## config.mk

```make
export PLATFORM = sky130hd
export DESIGN_NAME = fac_cell
export DESIGN_NICKNAME = d
export VERILOG_FILES = /design/src/rtl/core/free_id_allocator_core_assert.svh /design/src/rtl/core/fac_pkg.sv /design/src/rtl/core/fac_cell.sv
export SDC_FILE = /design/constraint.sdc
export NUM_CORES = 1
export LEC_CHECK = 0
export ABC_AREA = 1
export BUFFER_PORTS_ARGS = -buffer_cell sky130_fd_sc_hd__buf_2
export CORE_UTILIZATION = 54
export DETAILED_ROUTE_END_ITERATION = 8
export GPL_TIMING_DRIVEN = 0
export PLACE_DENSITY = 0.82
export SETUP_SLACK_MARGIN = 0.1
export SLEW_MARGIN = 30
export SYNTH_ARGS = -nofsm -noshare
export SYNTH_HDL_FRONTEND = slang
export SYNTH_SLANG_ARGS = --single-unit
```

## constraint.sdc

```tcl
create_clock -name clk -period 2 [get_ports clk]
set_input_delay 0 -clock clk [delete_from_list [all_inputs] [get_ports clk]]
set_output_delay 0 -clock clk [all_outputs]
set_load 0.005 [all_outputs]
```

## src/rtl/core/free_id_allocator_core_assert.svh

```systemverilog
// ----------------------------------------------------------------------------
// Assertion macros for the free identifier allocator core.
// They expect a clock named clk and an active-low reset named rst_n in scope.
// ----------------------------------------------------------------------------
`ifndef FREE_ID_ALLOCATOR_CORE_ASSERT_SVH
`define FREE_ID_ALLOCATOR_CORE_ASSERT_SVH

// The consequent must hold in the same cycle as the antecedent.
`define FAC_ASSERT_IMP(lbl, ante, cons, msg) \
    lbl: assert property (@(posedge clk) disable iff (!rst_n) (ante) |-> (cons)) \
        else $error(msg);

// The consequent must hold in the cycle after the antecedent.
`define FAC_ASSERT_NXT(lbl, ante, cons, msg) \
    lbl: assert property (@(posedge clk) disable iff (!rst_n) (ante) |=> (cons)) \
        else $error(msg);

`endif

```

## src/rtl/core/fac_pkg.sv

```systemverilog
`timescale 1ns / 1ps
// ----------------------------------------------------------------------------
// fac_pkg
// Shared types and constants of the free identifier allocator core.
// ----------------------------------------------------------------------------
package fac_pkg;

    localparam int ID_W      = 32;
    localparam int CFG_IDX_W = 2;

    // Configuration register indexes.
    localparam logic [CFG_IDX_W-1:0] REG_RANGE_LOW  = 2'd0;
    localparam logic [CFG_IDX_W-1:0] REG_RANGE_HIGH = 2'd1;

    // Reset values of the range registers.
    localparam logic [ID_W-1:0] RANGE_LOW_RESET  = 32'd1000;
    localparam logic [ID_W-1:0] RANGE_HIGH_RESET = 32'd60000;

    // First identifier of the system range.
    localparam logic [ID_W-1:0] SYS_RANGE_FIRST = 32'd1;

    typedef enum logic [1:0] {
        MODE_RECORD    = 2'd0,
        MODE_ALLOC_SYS = 2'd1,
        MODE_ALLOC_REG = 2'd2,
        MODE_PASS      = 2'd3
    } mode_t;

    typedef enum logic [1:0] {
        STATUS_GIVEN     = 2'd0,
        STATUS_EXHAUSTED = 2'd1,
        STATUS_RECORDED  = 2'd2,
        STATUS_FULL      = 2'd3
    } status_t;

    typedef enum logic [2:0] {
        ST_IDLE,
        ST_LOAD_SCAN,
        ST_SCAN,
        ST_DECIDE,
        ST_LOAD_MIN,
        ST_MIN,
        ST_FINISH,
        ST_DONE
    } state_t;

    // Value travelling round the ring of cells, with its qualifier.
    typedef struct packed {
        logic            flag;
        logic [ID_W-1:0] value;
    } rot_t;

    // Control shared by every cell of the ring.
    typedef struct packed {
        logic            wr_en;
        logic [ID_W-1:0] wr_data;
        logic            load_scan;
        logic            load_min;
        logic            shift;
        logic            check;
        logic [ID_W-1:0] lo;
        logic [ID_W-1:0] hi;
    } cell_ctrl_t;

    // Control of the tail accumulator.
    typedef struct packed {
        logic clear;
        logic take_scan;
        logic take_min;
    } tally_ctrl_t;

    // Findings of the tail accumulator.
    typedef struct packed {
        logic            seen;
        logic [ID_W-1:0] top;
        logic            lo_used;
        logic            have;
        logic [ID_W-1:0] best;
    } tally_t;

endpackage

```

## src/rtl/core/fac_cell.sv

```systemverilog
`timescale 1ns / 1ps
// ----------------------------------------------------------------------------
// fac_cell
// One cell of the ring: holds one table entry and its successor candidate,
// and passes a rotating value on to the next cell in every cycle that the ring shifts.
// ----------------------------------------------------------------------------
module fac_cell
    import fac_pkg::*;
(
    input  logic       clk,
    input  logic       rst_n,
    input  cell_ctrl_t ctrl,
    input  logic       wr_sel,
    input  logic       in_use,
    input  rot_t       rot_in,
    output rot_t       rot_out
);

    logic [ID_W-1:0] entry_reg;
    logic [ID_W-1:0] entry_next;
    logic [ID_W-1:0] cand_reg;
    logic [ID_W-1:0] cand_next;
    logic            cand_ok_reg;
    logic            cand_ok_next;
    logic [ID_W-1:0] rot_value_reg;
    logic [ID_W-1:0] rot_value_next;
    logic            rot_flag_reg;
    logic            rot_flag_next;

    // Store a recorded identifier when this cell is the next free slot.
    always_comb
    begin
        entry_next = entry_reg;
        if (ctrl.wr_en && wr_sel)
        begin
            entry_next = ctrl.wr_data;
        end
    end

    // The successor of the entry is a candidate when the entry lies in the
    // range below its top; any matching passing entry rules it out.
    always_comb
    begin
        cand_next    = cand_reg;
        cand_ok_next = cand_ok_reg;
        if (ctrl.load_scan)
        begin
            cand_next    = entry_reg + ID_W'(1);
            cand_ok_next = in_use && (entry_reg >= ctrl.lo) && (entry_reg < ctrl.hi);
        end
        else if (ctrl.check && rot_flag_reg && (rot_value_reg == cand_reg))
        begin
            cand_ok_next = 1'b0;
        end
    end

    // Rotating value: the entry during the scan, the candidate during the
    // minimum search, otherwise whatever the previous cell hands on.
    always_comb
    begin
        rot_value_next = rot_value_reg;
        rot_flag_next  = rot_flag_reg;
        if (ctrl.load_scan)
        begin
            rot_value_next = entry_reg;
            rot_flag_next  = in_use;
        end
        else if (ctrl.load_min)
        begin
            rot_value_next = cand_reg;
            rot_flag_next  = cand_ok_reg;
        end
        else if (ctrl.shift)
        begin
            rot_value_next = rot_in.value;
            rot_flag_next  = rot_in.flag;
        end
    end

    // Control flags.
    always_ff @(posedge clk or negedge rst_n)
    begin
        if (!rst_n)
        begin
            cand_ok_reg  <= 1'b0;
            rot_flag_reg <= 1'b0;
        end
        else
        begin
            cand_ok_reg  <= cand_ok_next;
            rot_flag_reg <= rot_flag_next;
        end
    end

    // Payload.
    always_ff @(posedge clk)
    begin
        entry_reg     <= entry_next;
        cand_reg      <= cand_next;
        rot_value_reg <= rot_value_next;
    end

    assign rot_out.flag  = rot_flag_reg;
    assign rot_out.value = rot_value_reg;

endmodule

```

==> metrics.log <==
[metrics] top cells by area in the synthesized netlist: edfxtp_1 45%, ha_1 12%, nand2_1 7.6%, inv_1 7.2%, a21oi_1 6.7%
[metrics] data required time at the worst endpoint: 2090 ps
[metrics] antenna violations before repair: 0
[metrics] min-delay worst type: input pin to flop
[metrics] Synth Register Bits: between 90 and 100
[metrics] unrepaired setup endpoints after global routing: true
[metrics] vias: roughly 6,100
[metrics] Top Family by Delay on Critical Path: simple AND/OR/NAND/NOR gates
[metrics] area of all placed cells without fillers: 8292 um2
[metrics] total number of cells along the worst setup path: 8
[metrics] synth warn: 0
[metrics] post-route worst hold slack: about 12 ps
[metrics] Yosys top cell by area: edfxtp_1
[metrics] pin count of the biggest net entering global routing: 35
[metrics] total power density per cell area: 641.1 nW/um2
[metrics] max-slew violation count: 0
[metrics] sequential area share after synthesis: 0.4535
[metrics] gate count of the mapped netlist: between 700 and 800
[metrics] die area: 12,420 um2
[metrics] number of diodes added for antenna fixing: 0
[metrics] cells on worst reg2reg path: 8
[metrics] cell area after synthesis: 6467 um2
[metrics] slack of the worst reg-to-reg path: 110 ps
[metrics] Worst Clk Skew: 9.168 ps
[metrics] post-synth net total: between 900 and 1,000
[metrics] placeable core area: 11,560 um2
[metrics] Distinct cells, synth: 36
[metrics] minimum clock period after layout: 1886 ps
[metrics] number of hold violations in the final report: 0
[metrics] post-synthesis to final-layout area growth: 28.21%
[metrics] Setup violations, final: 0
[metrics] Reg clk slew, reported paths: 70 ps
[metrics] number of iterations in the first detailed-routing pass: 9
[metrics] mean area per synthesized cell: 8.921 um2
[metrics] clock insertion delay at the later pin of the skew report: 350 ps
[metrics] failing checks: DRC
[metrics] gr usage total: 0.2991
[metrics] crit path buf inv count: 2
[metrics] delay of the slowest critical-path stage: about 350 ps
[metrics] Clock Sinks: 98
[metrics] TritonCTS Buffers: 9
[metrics] I/O Buffers: approximately 170
[metrics] Die Wd: 111.4 um
[metrics] CP Launch Point: entry_reg[1]
[metrics] Post-Place Cells: 1,037
[metrics] Placed Instance Area: between 7000 and 8000 um2
[metrics] setup ws final: between 100 and 150 ps
[metrics] Top Ports: 171
[metrics] worst slack at placement: -257.9 ps
[metrics] H-tree lvl count: 3
[metrics] worst-path maximum fanout: 5
[metrics] FMAX: 530.2 MHz
[metrics] routability cong.: 0.9030
[metrics] DR WL/cell: 16.53 um
[metrics] kind of end point of the critical path: flop
[metrics] source of the worst register-to-register timing path: entry_reg[1]
[metrics] most common cell after layout, fill and taps aside: buf_2
[metrics] top library cells by usage in the layout, fill and taps aside: 170 x buf_2, 130 x nand2_1, 120 x inv_1
[metrics] Slew headroom: 0.5584
[metrics] clock tree from TritonCTS: yes
[metrics] share of the clock period used by the worst path: 0.9430
[metrics] endpoint of the most critical register-to-register path: cand_reg[20]
[metrics] antenna-violating nets left: 0
[metrics] accumulated negative setup slack: 0 ps
[metrics] status: finished with violations
[metrics] via count normalized by instance count: 5.496
[metrics] nature of the critical path startpoint: flop
[metrics] aggregate global routing overflow: 0
[metrics] WP data arrival: 1980 ps
[metrics] wire length of the first global-routing pass: 28,670 um
[metrics] transition at the pin with the smallest max-transition slack: 661.4 ps
[metrics] Setup Crit Path Kind: flop to flop
[metrics] cell at the slowest stage of the critical path: edfxtp_1
[metrics] residual DRC count: 8
[metrics] HPWL reported at the end of detailed placement: 13,440 um
[metrics] fillers: 857
[metrics] drt initial violations: 569
[metrics] crit-path cells: buf_4, ha_2, nand3_4, nor3_4, nand4_2, inv_2, nand3_1, xnor2_1
[metrics] Leak: 0.003992 uW
[metrics] count of maximum capacitance violations: 0
[metrics] maximum vdd drop: roughly 440 uV
[metrics] CP Capture Point: cand_reg[20]
[metrics] initial cell density of the core: 0.5592
[metrics] fraction of layout cells with a size suffix above 1: 0.2414
[metrics] net count of the finished layout: roughly 1,200
[metrics] root cell of the clock tree: clkbuf_16
[metrics] final WL: 18,250 um
[metrics] Bufs on Longest Clock Path: 2
[metrics] post-layout instance count excluding filler cells: 1,104
[metrics] y dimension of the die: ~110 um
[metrics] number of global-route vias before repair: around 6,000
[metrics] number of core rows: 39
[metrics] combined area of the multi-input logic cells: 3040 um2
[metrics] area fraction of the dominant cell type after synthesis: 0.4457
[metrics] sequential cell area in the final layout: 2933 um2
how the worst min path moves through the flow:
stage               start  slack [ps]                 to  depth (start not counted)
6_report       rot_in[25]          10  rot_value_reg[25]                          3
5_1_grt         rot_in[6]          30   rot_value_reg[6]                          3
4_1_cts         rot_in[4]           8   rot_value_reg[4]                          3
3_5_place_dp        rst_n        -210        cand_ok_reg                          1
3_3_place_gp        rst_n        -210        cand_ok_reg                          1
2_1_floorplan       rst_n        -300        cand_ok_reg                          0
per-stage QoR:
step / util / power (uW)
6_report: 0.7170 / 5316
2_1_floorplan: - / 3167
3_3_place_gp: 0.6478 / 3552
5_1_grt: 0.7170 / 5544
4_1_cts: 0.7050 / 5256
3_5_place_dp: 0.6481 / 3594
cells in the mapped netlist:
library cell	n
xnor2_1	11
o21a_1	3
a22oi_1	9
nand3_2	3
nor2_1	46
nor3_1	17
inv_1	124
nand2_1	131
nor2_2	2
o2111ai_1	1
a21oi_1	87
nand4_1	17
o21ai_0	19
nor2_4	1
clkbuf_1	13
a31oi_1	1
nand3_1	14
buf_1	1
edfxtp_1	96
nand3b_1	1
nor4_1	5
dfrtp_1	2
o211ai_1	2
nor3_4	2
nand2_2	2
clkinv_1	1
or2_2	5
nor4_2	1
nand4_2	1
inv_2	2
o22ai_1	6
xor2_1	30
buf_2	2
ha_1	64
buf_4	1
nor3_2	2
cells by family after synthesis:
| logic type | share of synthesized area |
|---|---|
| compound gates | 0.1064 |
| xor+xnor | 0.05552 |
| buf+inv | 0.08454 |
| fa+ha+maj | 0.1238 |
| flops | 0.4535 |
| simple gates | 0.1762 |
tightest hold or removal path: stages:
cell and delay (ps):
buf_2 80, nand2_1 40, a21oi_1 130
metal layers:
layer,up-vias,track usage,wire [um]
met4,0,0.1559,697
met1,2773,0.3729,7231
met2,329,0.5021,8766
met5,-,0,0
met3,60,0.04954,1553
li1,2906,-,-
report_power, final:
part           leakage, uW  switching [uW]  internal [uW]
Combinational      0.00289             585            488
Sequential        0.000967             151           2450
Clock             0.000130             794            848
Total              0.00399            1530           3790
layout make-up:
| class | count | share of cell area |
|---|---|---|
| multi-input cells | 483 | 0.3667 |
| flip-flops and latches | 98 | 0.3537 |
| repair buffers | 220 | 0.1593 |
| inverters | 127 | 0.05749 |
| clock buffers | 10 | 0.02761 |
| well taps | 143 | 0.02158 |
| plain buffers | 17 | 0.008450 |
| clock inverters | 6 | 0.005131 |
timing repair:
item | CTS | global route
hold endpoints to repair | 36 | 0
pin swaps | 0 | 1
hold buffers | 36 | 0
buffers inserted | 2 | 13
endpoints found under the setup margin | 38 | 12
gates resized for setup | 2 | 10
No activity file was read; power rests on OpenSTA's default activity.
