===== config.mk =====
export PLATFORM = sky130hd
export DESIGN_NAME = fac_tally
export DESIGN_NICKNAME = d
export VERILOG_FILES = /design/src/rtl/core/free_id_allocator_core_assert.svh /design/src/rtl/core/fac_pkg.sv /design/src/rtl/core/fac_tally.sv
export SDC_FILE = /design/constraint.sdc
export NUM_CORES = 1
export LEC_CHECK = 0
export BUFFER_PORTS_ARGS = -buffer_cell sky130_fd_sc_hd__clkbuf_2
export CAP_MARGIN = 40
export CORE_MARGIN = 2
export CORE_UTILIZATION = 47
export DETAILED_ROUTE_END_ITERATION = 12
export HOLD_SLACK_MARGIN = 0.12
export PLACE_DENSITY = 0.8
export SYNTH_ARGS = -nofsm -noshare
export SYNTH_HDL_FRONTEND = slang
export SYNTH_SLANG_ARGS = --single-unit

===== constraint.sdc =====
create_clock -name clk -period 5.1 [get_ports clk]
set_clock_uncertainty 0.15 [all_clocks]
set_input_delay 1.02 -clock clk [delete_from_list [all_inputs] [get_ports clk]]
set_output_delay 1.02 -clock clk [all_outputs]
set_load 0.03 [all_outputs]

===== src/rtl/core/free_id_allocator_core_assert.svh =====
// ----------------------------------------------------------------------------
// Assertion macros for the free identifier allocator core.
// They expect a clock named clk and an active-low reset named rst_n in scope.
// ----------------------------------------------------------------------------
`ifndef FREE_ID_ALLOCATOR_CORE_ASSERT_SVH
`define FREE_ID_ALLOCATOR_CORE_ASSERT_SVH

// The consequent must hold in the same cycle as the antecedent.
`define FAC_ASSERT_IMP(lbl, ante, cons, msg) \
    lbl: assert property (@(posedge clk) disable iff (!rst_n) (ante) |-> (cons)) \
        else $error(msg);

// The consequent must hold in the cycle after the antecedent.
`define FAC_ASSERT_NXT(lbl, ante, cons, msg) \
    lbl: assert property (@(posedge clk) disable iff (!rst_n) (ante) |=> (cons)) \
        else $error(msg);

`endif


===== src/rtl/core/fac_pkg.sv =====
`timescale 1ns / 1ps
// ----------------------------------------------------------------------------
// fac_pkg
// Shared types and constants of the free identifier allocator core.
// ----------------------------------------------------------------------------
package fac_pkg;

    localparam int ID_W      = 32;
    localparam int CFG_IDX_W = 2;

    // Configuration register indexes.
    localparam logic [CFG_IDX_W-1:0] REG_RANGE_LOW  = 2'd0;
    localparam logic [CFG_IDX_W-1:0] REG_RANGE_HIGH = 2'd1;

    // Reset values of the range registers.
    localparam logic [ID_W-1:0] RANGE_LOW_RESET  = 32'd1000;
    localparam logic [ID_W-1:0] RANGE_HIGH_RESET = 32'd60000;

    // First identifier of the system range.
    localparam logic [ID_W-1:0] SYS_RANGE_FIRST = 32'd1;

    typedef enum logic [1:0] {
        MODE_RECORD    = 2'd0,
        MODE_ALLOC_SYS = 2'd1,
        MODE_ALLOC_REG = 2'd2,
        MODE_PASS      = 2'd3
    } mode_t;

    typedef enum logic [1:0] {
        STATUS_GIVEN     = 2'd0,
        STATUS_EXHAUSTED = 2'd1,
        STATUS_RECORDED  = 2'd2,
        STATUS_FULL      = 2'd3
    } status_t;

    typedef enum logic [2:0] {
        ST_IDLE,
        ST_LOAD_SCAN,
        ST_SCAN,
        ST_DECIDE,
        ST_LOAD_MIN,
        ST_MIN,
        ST_FINISH,
        ST_DONE
    } state_t;

    // Value travelling round the ring of cells, with its qualifier.
    typedef struct packed {
        logic            flag;
        logic [ID_W-1:0] value;
    } rot_t;

    // Control shared by every cell of the ring.
    typedef struct packed {
        logic            wr_en;
        logic [ID_W-1:0] wr_data;
        logic            load_scan;
        logic            load_min;
        logic            shift;
        logic            check;
        logic [ID_W-1:0] lo;
        logic [ID_W-1:0] hi;
    } cell_ctrl_t;

    // Control of the tail accumulator.
    typedef struct packed {
        logic clear;
        logic take_scan;
        logic take_min;
    } tally_ctrl_t;

    // Findings of the tail accumulator.
    typedef struct packed {
        logic            seen;
        logic [ID_W-1:0] top;
        logic            lo_used;
        logic            have;
        logic [ID_W-1:0] best;
    } tally_t;

endpackage


===== src/rtl/core/fac_tally.sv =====
`timescale 1ns / 1ps
// ----------------------------------------------------------------------------
// fac_tally
// Accumulator at the tail of the ring: gathers the highest used identifier
// in range, whether the range start is used, and the lowest free candidate.
// ----------------------------------------------------------------------------
module fac_tally
    import fac_pkg::*;
(
    input  logic            clk,
    input  logic            rst_n,
    input  tally_ctrl_t     ctrl,
    input  logic [ID_W-1:0] lo,
    input  logic [ID_W-1:0] hi,
    input  rot_t            tail,
    output tally_t          result
);

    logic            seen_reg;
    logic            seen_next;
    logic [ID_W-1:0] top_reg;
    logic [ID_W-1:0] top_next;
    logic            lo_used_reg;
    logic            lo_used_next;
    logic            have_reg;
    logic            have_next;
    logic [ID_W-1:0] best_reg;
    logic [ID_W-1:0] best_next;

    // Take one value from the tail of the ring per cycle while a scan or minimum search is running.
    always_comb
    begin
        seen_next    = seen_reg;
        top_next     = top_reg;
        lo_used_next = lo_used_reg;
        have_next    = have_reg;
        best_next    = best_reg;
        if (ctrl.clear)
        begin
            seen_next    = 1'b0;
            lo_used_next = 1'b0;
            have_next    = 1'b0;
        end
        else if (ctrl.take_scan && tail.flag)
        begin
            if ((tail.value >= lo) && (tail.value <= hi) &&
                (!seen_reg || (tail.value > top_reg)))
            begin
                seen_next = 1'b1;
                top_next  = tail.value;
            end
            if (tail.value == lo)
            begin
                lo_used_next = 1'b1;
            end
        end
        else if (ctrl.take_min && tail.flag)
        begin
            if (!have_reg || (tail.value < best_reg))
            begin
                have_next = 1'b1;
                best_next = tail.value;
            end
        end
    end

    always_ff @(posedge clk or negedge rst_n)
    begin
        if (!rst_n)
        begin
            seen_reg    <= 1'b0;
            lo_used_reg <= 1'b0;
            have_reg    <= 1'b0;
        end
        else
        begin
            seen_reg    <= seen_next;
            lo_used_reg <= lo_used_next;
            have_reg    <= have_next;
        end
    end

    always_ff @(posedge clk)
    begin
        top_reg  <= top_next;
        best_reg <= best_next;
    end

    assign result.seen    = seen_reg;
    assign result.top     = top_reg;
    assign result.lo_used = lo_used_reg;
    assign result.have    = have_reg;
    assign result.best    = best_reg;

endmodule


==> results of run 1 <==
-- worst paths after layout --
check / to / slack (ps) / depth (start not counted) / start
setup / recovery: top_reg[7]$_DFFE_PP_ / 1650 / 9 / tail[19]
hold / removal: seen_reg$_DFFE_PN0P_ / 320 / 1 / rst_n
setup reg to reg: top_reg[7]$_DFFE_PP_ / 2160 / 9 / top_reg[15]$_DFFE_PP_
hold reg to reg: lo_used_reg$_DFFE_PN0P_ / 400 / 2 / lo_used_reg$_DFFE_PN0P_
max in group asynchronous: lo_used_reg$_DFFE_PN0P_ / 4370 / 1 / rst_n
min in group clk: lo_used_reg$_DFFE_PN0P_ / 400 / 2 / lo_used_reg$_DFFE_PN0P_
-- synthesized netlist by cell type, drive strengths merged --
library cell,number
nor2,8
or4,1
a22oi,1
a2111oi,1
buf,3
o2bb2ai,1
o22ai,1
nor4,4
a21boi,3
nor2b,4
a21o,21
a2111o,1
nand2b,3
nand4,24
o21ai,9
o21a,1
a221o,2
o41ai,2
and3,1
or2,1
o31a,1
o211ai,5
inv,130
nand3b,2
or3,1
dfrtp,3
nand3,14
and2,1
ha,127
a211oi,5
a21oi,43
a221oi,4
nor4bb,2
edfxtp,64
o221a,1
nor3,4
nand2,17
and4,5
-- layout make-up --
cell class | instances | area (um2) | share of cell area (%)
repair buffers | 172 | 871 | 13.0
clock inverters | 6 | 113 | 1.68
flip-flops and latches | 67 | 2000 | 29.9
multi-input cells | 321 | 2820 | 42.1
well taps | 140 | 175 | 2.62
inverters | 130 | 488 | 7.30
clock buffers | 10 | 229 | 3.42
-- worst max-delay path, delay by kind of cell --
| family | cells | cell delay (ps) |
|---|---|---|
| AO/OA/AOI/OAI | 5 | 1190 |
| adder cells (fa/ha/maj) | 1 | 340 |
| buffers and inverters | 2 | 460 |
| AND/OR/NAND/NOR | 1 | 290 |
-- through the flow --
stage	cell area, um2	setup slack, ps	cells	hold slack (ps)
2_1_floorplan	5310	292	521	330
3_3_place_gp	6350	1450	830	374
3_5_place_dp	6350	1380	830	390
4_1_cts	6690	1690	846	316
5_1_grt	6690	1550	846	309
6_report	6690	1650	846	320
-- power groups by stage --
| stage | Sequential (uW) | Combinational, uW | Clock [uW] |
|---|---|---|---|
| after global routing | 621 | 326 | 750 |
| after global placement | 631 | 270 | 0 |
| final | 620 | 291 | 716 |
| after CTS | 620 | 291 | 721 |
| after detailed placement | 631 | 288 | 0 |
| after floorplan | 647 | 151 | 0 |
-- logic make-up (layout without fill, tap and decap cells) --
| logic type | count (synthesis) | in the layout | synth area share, % |
|---|---|---|---|
| AND/OR/NAND/NOR | 92 | 92 | 9.71 |
| flip-flops | 67 | 67 | 37.7 |
| buffers and inverters | 133 | 318 | 9.64 |
| adder cells (fa/ha/maj) | 127 | 127 | 30.0 |
| AO/OA/AOI/OAI | 102 | 102 | 12.9 |
-- per-layer routing --
layer | GRT usage, % | part of all wire [%]
met5 | 0 | 0
met4 | 9.38 | 3.0
met3 | 6.35 | 6.8
met2 | 40.8 | 49
met1 | 28.8 | 41
==> key figures, run 1 <==
Power and ir drop
  • Power consumption: about 1600 uW
  • Part of the power in the clock network: a little over two fifths
  • Combinational share of power: ~18%
  • Sw Ratio: about a quarter
  • Peak VDD IR: between 150 and 200 uV
  • P_leak: between 0.003 and 0.004 uW
  • Pwr Density: approximately 240 nW/um2
  • Pint: roughly 1200 uW
  • Psw: roughly 410 uW
  • Sequential Power Share: 38.1%

Routing
  • Iter 0 DRT Violations: between 150 and 200
  • DRT Wirelength: 14.3 mm
  • Drt first pass iters: 5
  • DR WL/cell: between 15 and 20 um
  • Vias: around 4,600
  • Vias per inst: 5.45
  • DRC violations left: 0
  • Final antenna-violating net count: 0

CTS
  • Worst-skew pair later-pin latency: around 340 ps
  • H-tree levels: 3
  • Clk root buf: clkbuf_16
  • Post-CTS Hold Fix Bufs: 0
  • CTS Buf Count: 9
  • Clk buf depth: 2
  • CTS tree: done
  • Post-CTS sizing: 0
  • Worst-path clk slew: about 50 ps
  • CTS sink cnt: 67
  • Post-CTS setup buffer count: 0

Timing
  • Final worst-path cycle share: approximately two thirds
  • Final hold viol count: 0
  • RSZ-0062 raised after global routing: false
  • Slew Viols, Final: 0
  • Minimum clock period: ~3400 ps
  • Fmax: ~290 MHz
  • Slew HR: approximately three fifths
  • Setup TNS: 0 ps
  • Final setup viols: 0
  • Worst-Margin Slew: around 600 ps

Global routing
  • Largest net degree at the start of global routing: 19
  • Grt ovf: 0
  • Vias in the first global route: approximately 4,600
  • GRT Util Overall: 23.9%
  • Initial antenna violation count: 0
  • First-pass GRT wire length: about 22 mm

Synth
  • Synthesized flop and latch total: 67
  • Mapped cell area: 5300 um2
  • Yosys top cell area share: between 30% and 40%
  • Synth Instances: 521
  • Distinct cell type count after synthesis: 43
  • Area leader, netlist: edfxtp_1
  • Top cells by area, synth: edfxtp_1 (36%), ha_1 (30%), inv_1 (9.2%), a21oi_1 (3.9%), a21o_1 (3.0%)
  • Sequential share of the synthesized area: 37.7%
  • Synthesized net count: 750
  • Syn. warnings: 0
  • Syn_area_per_cell: 10.2 um2

Setup path
  • Worst path max stage delay: ~400 ps
  • Critical path startpoint category: primary input
  • CP arrival: around 3300 ps
  • Slowest CP cell: a2111oi_2
  • Crit end category: flip-flop
  • Crit path max fanout: 18
  • Cell chain of the critical path: clkbuf_2 > ha_1 > a21oi_2 > o21ai_1 > a221o_1 > a2111oi_2 > a21oi_1 > nor4_4 > buf_4
  • Setup CP Type: in -> reg
  • Worst EP required: a little under 5000 ps

Cells and area
  • Ant. Diodes: 0
  • Most frequent cells in the layout: clkbuf_2 (168), inv_1 (130), ha_1 (127)
  • Share of layout cells above drive strength 1: between 20% and 30%
  • Synthesis-to-layout area growth: 26.3%
  • Most common cell after layout, fill and taps aside: clkbuf_2
  • FILL cells: between 800 and 900
  • Final Util: 61.2%
  • Final nets: 930

Worst hold path
  • Type of the most critical hold path: in -> async

Die
  • Initial Util: around half
  • Core ar.: about 11,000 um2
  • Die outline width: about 110 um
  • Die area: about 12,000 um2
  • Boundary Pins: 169
  • Die height: roughly 110 um
  • Row Count: 38

Placement
  • GPL Wtd Cong: between 0.8 and 0.9
  • Post-detail-place hpwl: roughly 12 mm
  • Port-buffer cells: approximately 170

Run
  • Max-cap viol count: 0

Status
  • Result of the run: complete, no violations
Note: power is estimated with default switching activity, not from simulation.
==> run 2: changes to the inputs <==
Settings changed: CORE_UTILIZATION 47 to 52, PLACE_DENSITY 0.8 to 0.83.
Clock period 5.1 ns to 3.2 ns, I/O delays scaled along.
==> run 2 against run 1 <==
  * Design area is 2.6% higher
  * Sequential share of layout area is 0.77 points lower
  * Global-route usage is 2.6 points higher
  * Cell count is 1.8% higher
  * Sequential power is 59% higher
  * Critical path type unchanged
  * Critical endpoint is now top_reg[12]$_DFFE_PP_
  * Highest routed layer unchanged
==> key figures, run 2 (same netlist as run 1, synthesis figures left out) <==
Setup path
  • Cell chain of the critical path: clkbuf_2 > inv_6 > ha_4 > and4_1 > a221o_1 > a2111oi_2 > a21oi_2 > nor4_4 > buf_4
  • Worst EP required: slightly above 3000 ps
  • Crit path max fanout: 12
  • Worst path max stage delay: 460 ps
  • Crit path max-delay family: compound AO/OA/AOI/OAI gates
  • RR Startpoint: top_reg[15]$_DFFE_PP_
  • Worst Setup SP: hi[23]
  • CP endpoint: top_reg[12]$_DFFE_PP_
  • Worst reg2reg path depth: 9
  • Crit path buf inv count: 3
  • Crit end category: flip-flop
  • R2R setup slack: about 350 ps
  • WP depth: 9
  • Critical path startpoint category: primary input
  • Slowest CP cell: a2111oi_2
  • CP arrival: 2870 ps
  • R2R Path End: top_reg[12]$_DFFE_PP_
  • Setup CP Type: in -> reg

Global routing
  • First-pass GRT wire length: between 20 and 25 mm
  • Largest net degree at the start of global routing: 33
  • Initial antenna violation count: 0
  • Vias in the first global route: just under 5,000
  • GRT Util Overall: between 20% and 30%
  • Grt ovf: 0

Worst hold path
  • Type of the most critical hold path: in -> reg
  • Hold_sp: ctrl[2]

Die
  • Initial Util: a little over half
  • Core ar.: just under 10,000 um2
  • Boundary Pins: roughly 170
  • Row Count: 36
  • Die area: between 10,000 and 15,000 um2
  • Die height: between 100 and 150 um
  • Die outline width: 105 um

Routing
  • DRT Wirelength: around 14 mm
  • DRC violations left: 0
  • Final antenna-violating net count: 0
  • Iter 0 DRT Violations: 230
  • Drt first pass iters: 5
  • DR WL/cell: about 17 um
  • Vias: 4,672
  • Vias per inst: around 5.4

Cells and area
  • Ant. Diodes: 0
  • Final Util: 69.9%
  • Most common cell after layout, fill and taps aside: clkbuf_2
  • Most frequent cells in the layout: clkbuf_2 (168), inv_1 (124), ha_1 (118)
  • Final nets: 952
  • FILL cells: between 700 and 800
  • Share of layout cells above drive strength 1: 31.9%
  • Synthesis-to-layout area growth: 29.6%

Power and ir drop
  • Pwr Density: about 330 nW/um2
  • Power consumption: between 2000 and 2500 uW
  • Part of the power in the clock network: 34.3%
  • Combinational share of power: 22.3%
  • Psw: ~640 uW
  • Peak VDD IR: ~230 uV
  • Sw Ratio: between 20 and 30%
  • P_leak: 0.00365 uW
  • Pint: 1630 uW
  • Sequential Power Share: between 40% and 50%

Run
  • Max-cap viol count: 0

CTS
  • Worst-path clk slew: ~70 ps
  • Clk buf depth: 2
  • Worst-skew pair later-pin latency: between 300 and 400 ps
  • CTS Buf Count: 9
  • H-tree levels: 3
  • Clk root buf: clkbuf_8
  • CTS sink cnt: 67
  • CTS tree: done
  • Post-CTS sizing: 0

Timing
  • Fmax: 337 MHz
  • Minimum clock period: between 2000 and 3000 ps
  • Worst-Margin Slew: between 400 and 500 ps
  • PnR worst setup slack: 233 ps
  • Slew HR: between 60 and 70%
  • Final worst-path cycle share: slightly above 90%
  • Slew Viols, Final: 0
  • Min Hold Slack: 353 ps
  • RSZ-0062 raised after global routing: false
  • Final setup viols: 0
  • Final hold viol count: 0

Placement
  • GPL Wtd Cong: ~0.93
  • Post-detail-place hpwl: 11.9 mm
  • Port-buffer cells: roughly 170
  • Place WS: -144 ps

Status
  • Result of the run: complete, no violations
run 2: changes by cell type in the layout (fill, tap and decap cells not counted), moves of 2 or more:
cell and delta:
buf_4 +20, clkbuf_16 -9, clkbuf_8 +9, ha_1 -9, ha_4 +9, inv_1 -6
inv_2 +4, clkinv_1 +2
run 2: per-layer routing:
metal	track usage (%)	up-vias	share of wire (%)
li1	-	2270	-
met1	32.7	2218	42
met2	46.4	151	50
met3	3.87	33	5.3
met4	10.5	0	2.7
met5	0	-	0
run 2: timing repair:
| action | in CTS | in global routing |
|---|---|---|
| hold buffers | 1 | 0 |
| setup buffers | 0 | 0 |
| endpoints found under the hold margin | 3 | 0 |
run 2: stage by stage:
step                TNS, ps  area (um2)  std cells
global route              0        6870        861
detailed placement    -4430        6650        844
floorplan            -16210        5460        521
CTS                       0        6870        861
finish                    0        6870        861
global placement      -2490        6650        844
run 2: worst min-delay path by stage:
stage,depth (start not counted),to,slack (ps)
3_5_place_dp,1,have_reg$_DFFE_PN0P_,290
6_report,2,have_reg$_DFFE_PN0P_,350
5_1_grt,1,best_reg[0]$_DFFE_PP_,350
4_1_cts,2,have_reg$_DFFE_PN0P_,340
2_1_floorplan,0,have_reg$_DFFE_PN0P_,190
3_3_place_gp,1,seen_reg$_DFFE_PN0P_,290
run 2: cell type report:
class / instances / area [um2] / area share [%]
multi-input combinational: 321 / 2950 / 42.9
sequential: 67 / 2000 / 29.1
timing repair buffer: 194 / 1050 / 15.3
inverter: 130 / 495 / 7.22
tap: 133 / 166 / 2.42
clock buffer: 10 / 128 / 1.86
clock inverter: 6 / 80.1 / 1.17
run 2: power groups by stage:
stage | sequential (uW) | combinational, uW | clock (uW)
6_report | 987 | 506 | 780
5_1_grt | 988 | 566 | 815
4_1_cts | 987 | 504 | 785
3_5_place_dp | 1010 | 498 | 0
3_3_place_gp | 1010 | 470 | 0
2_1_floorplan | 1030 | 254 | 0
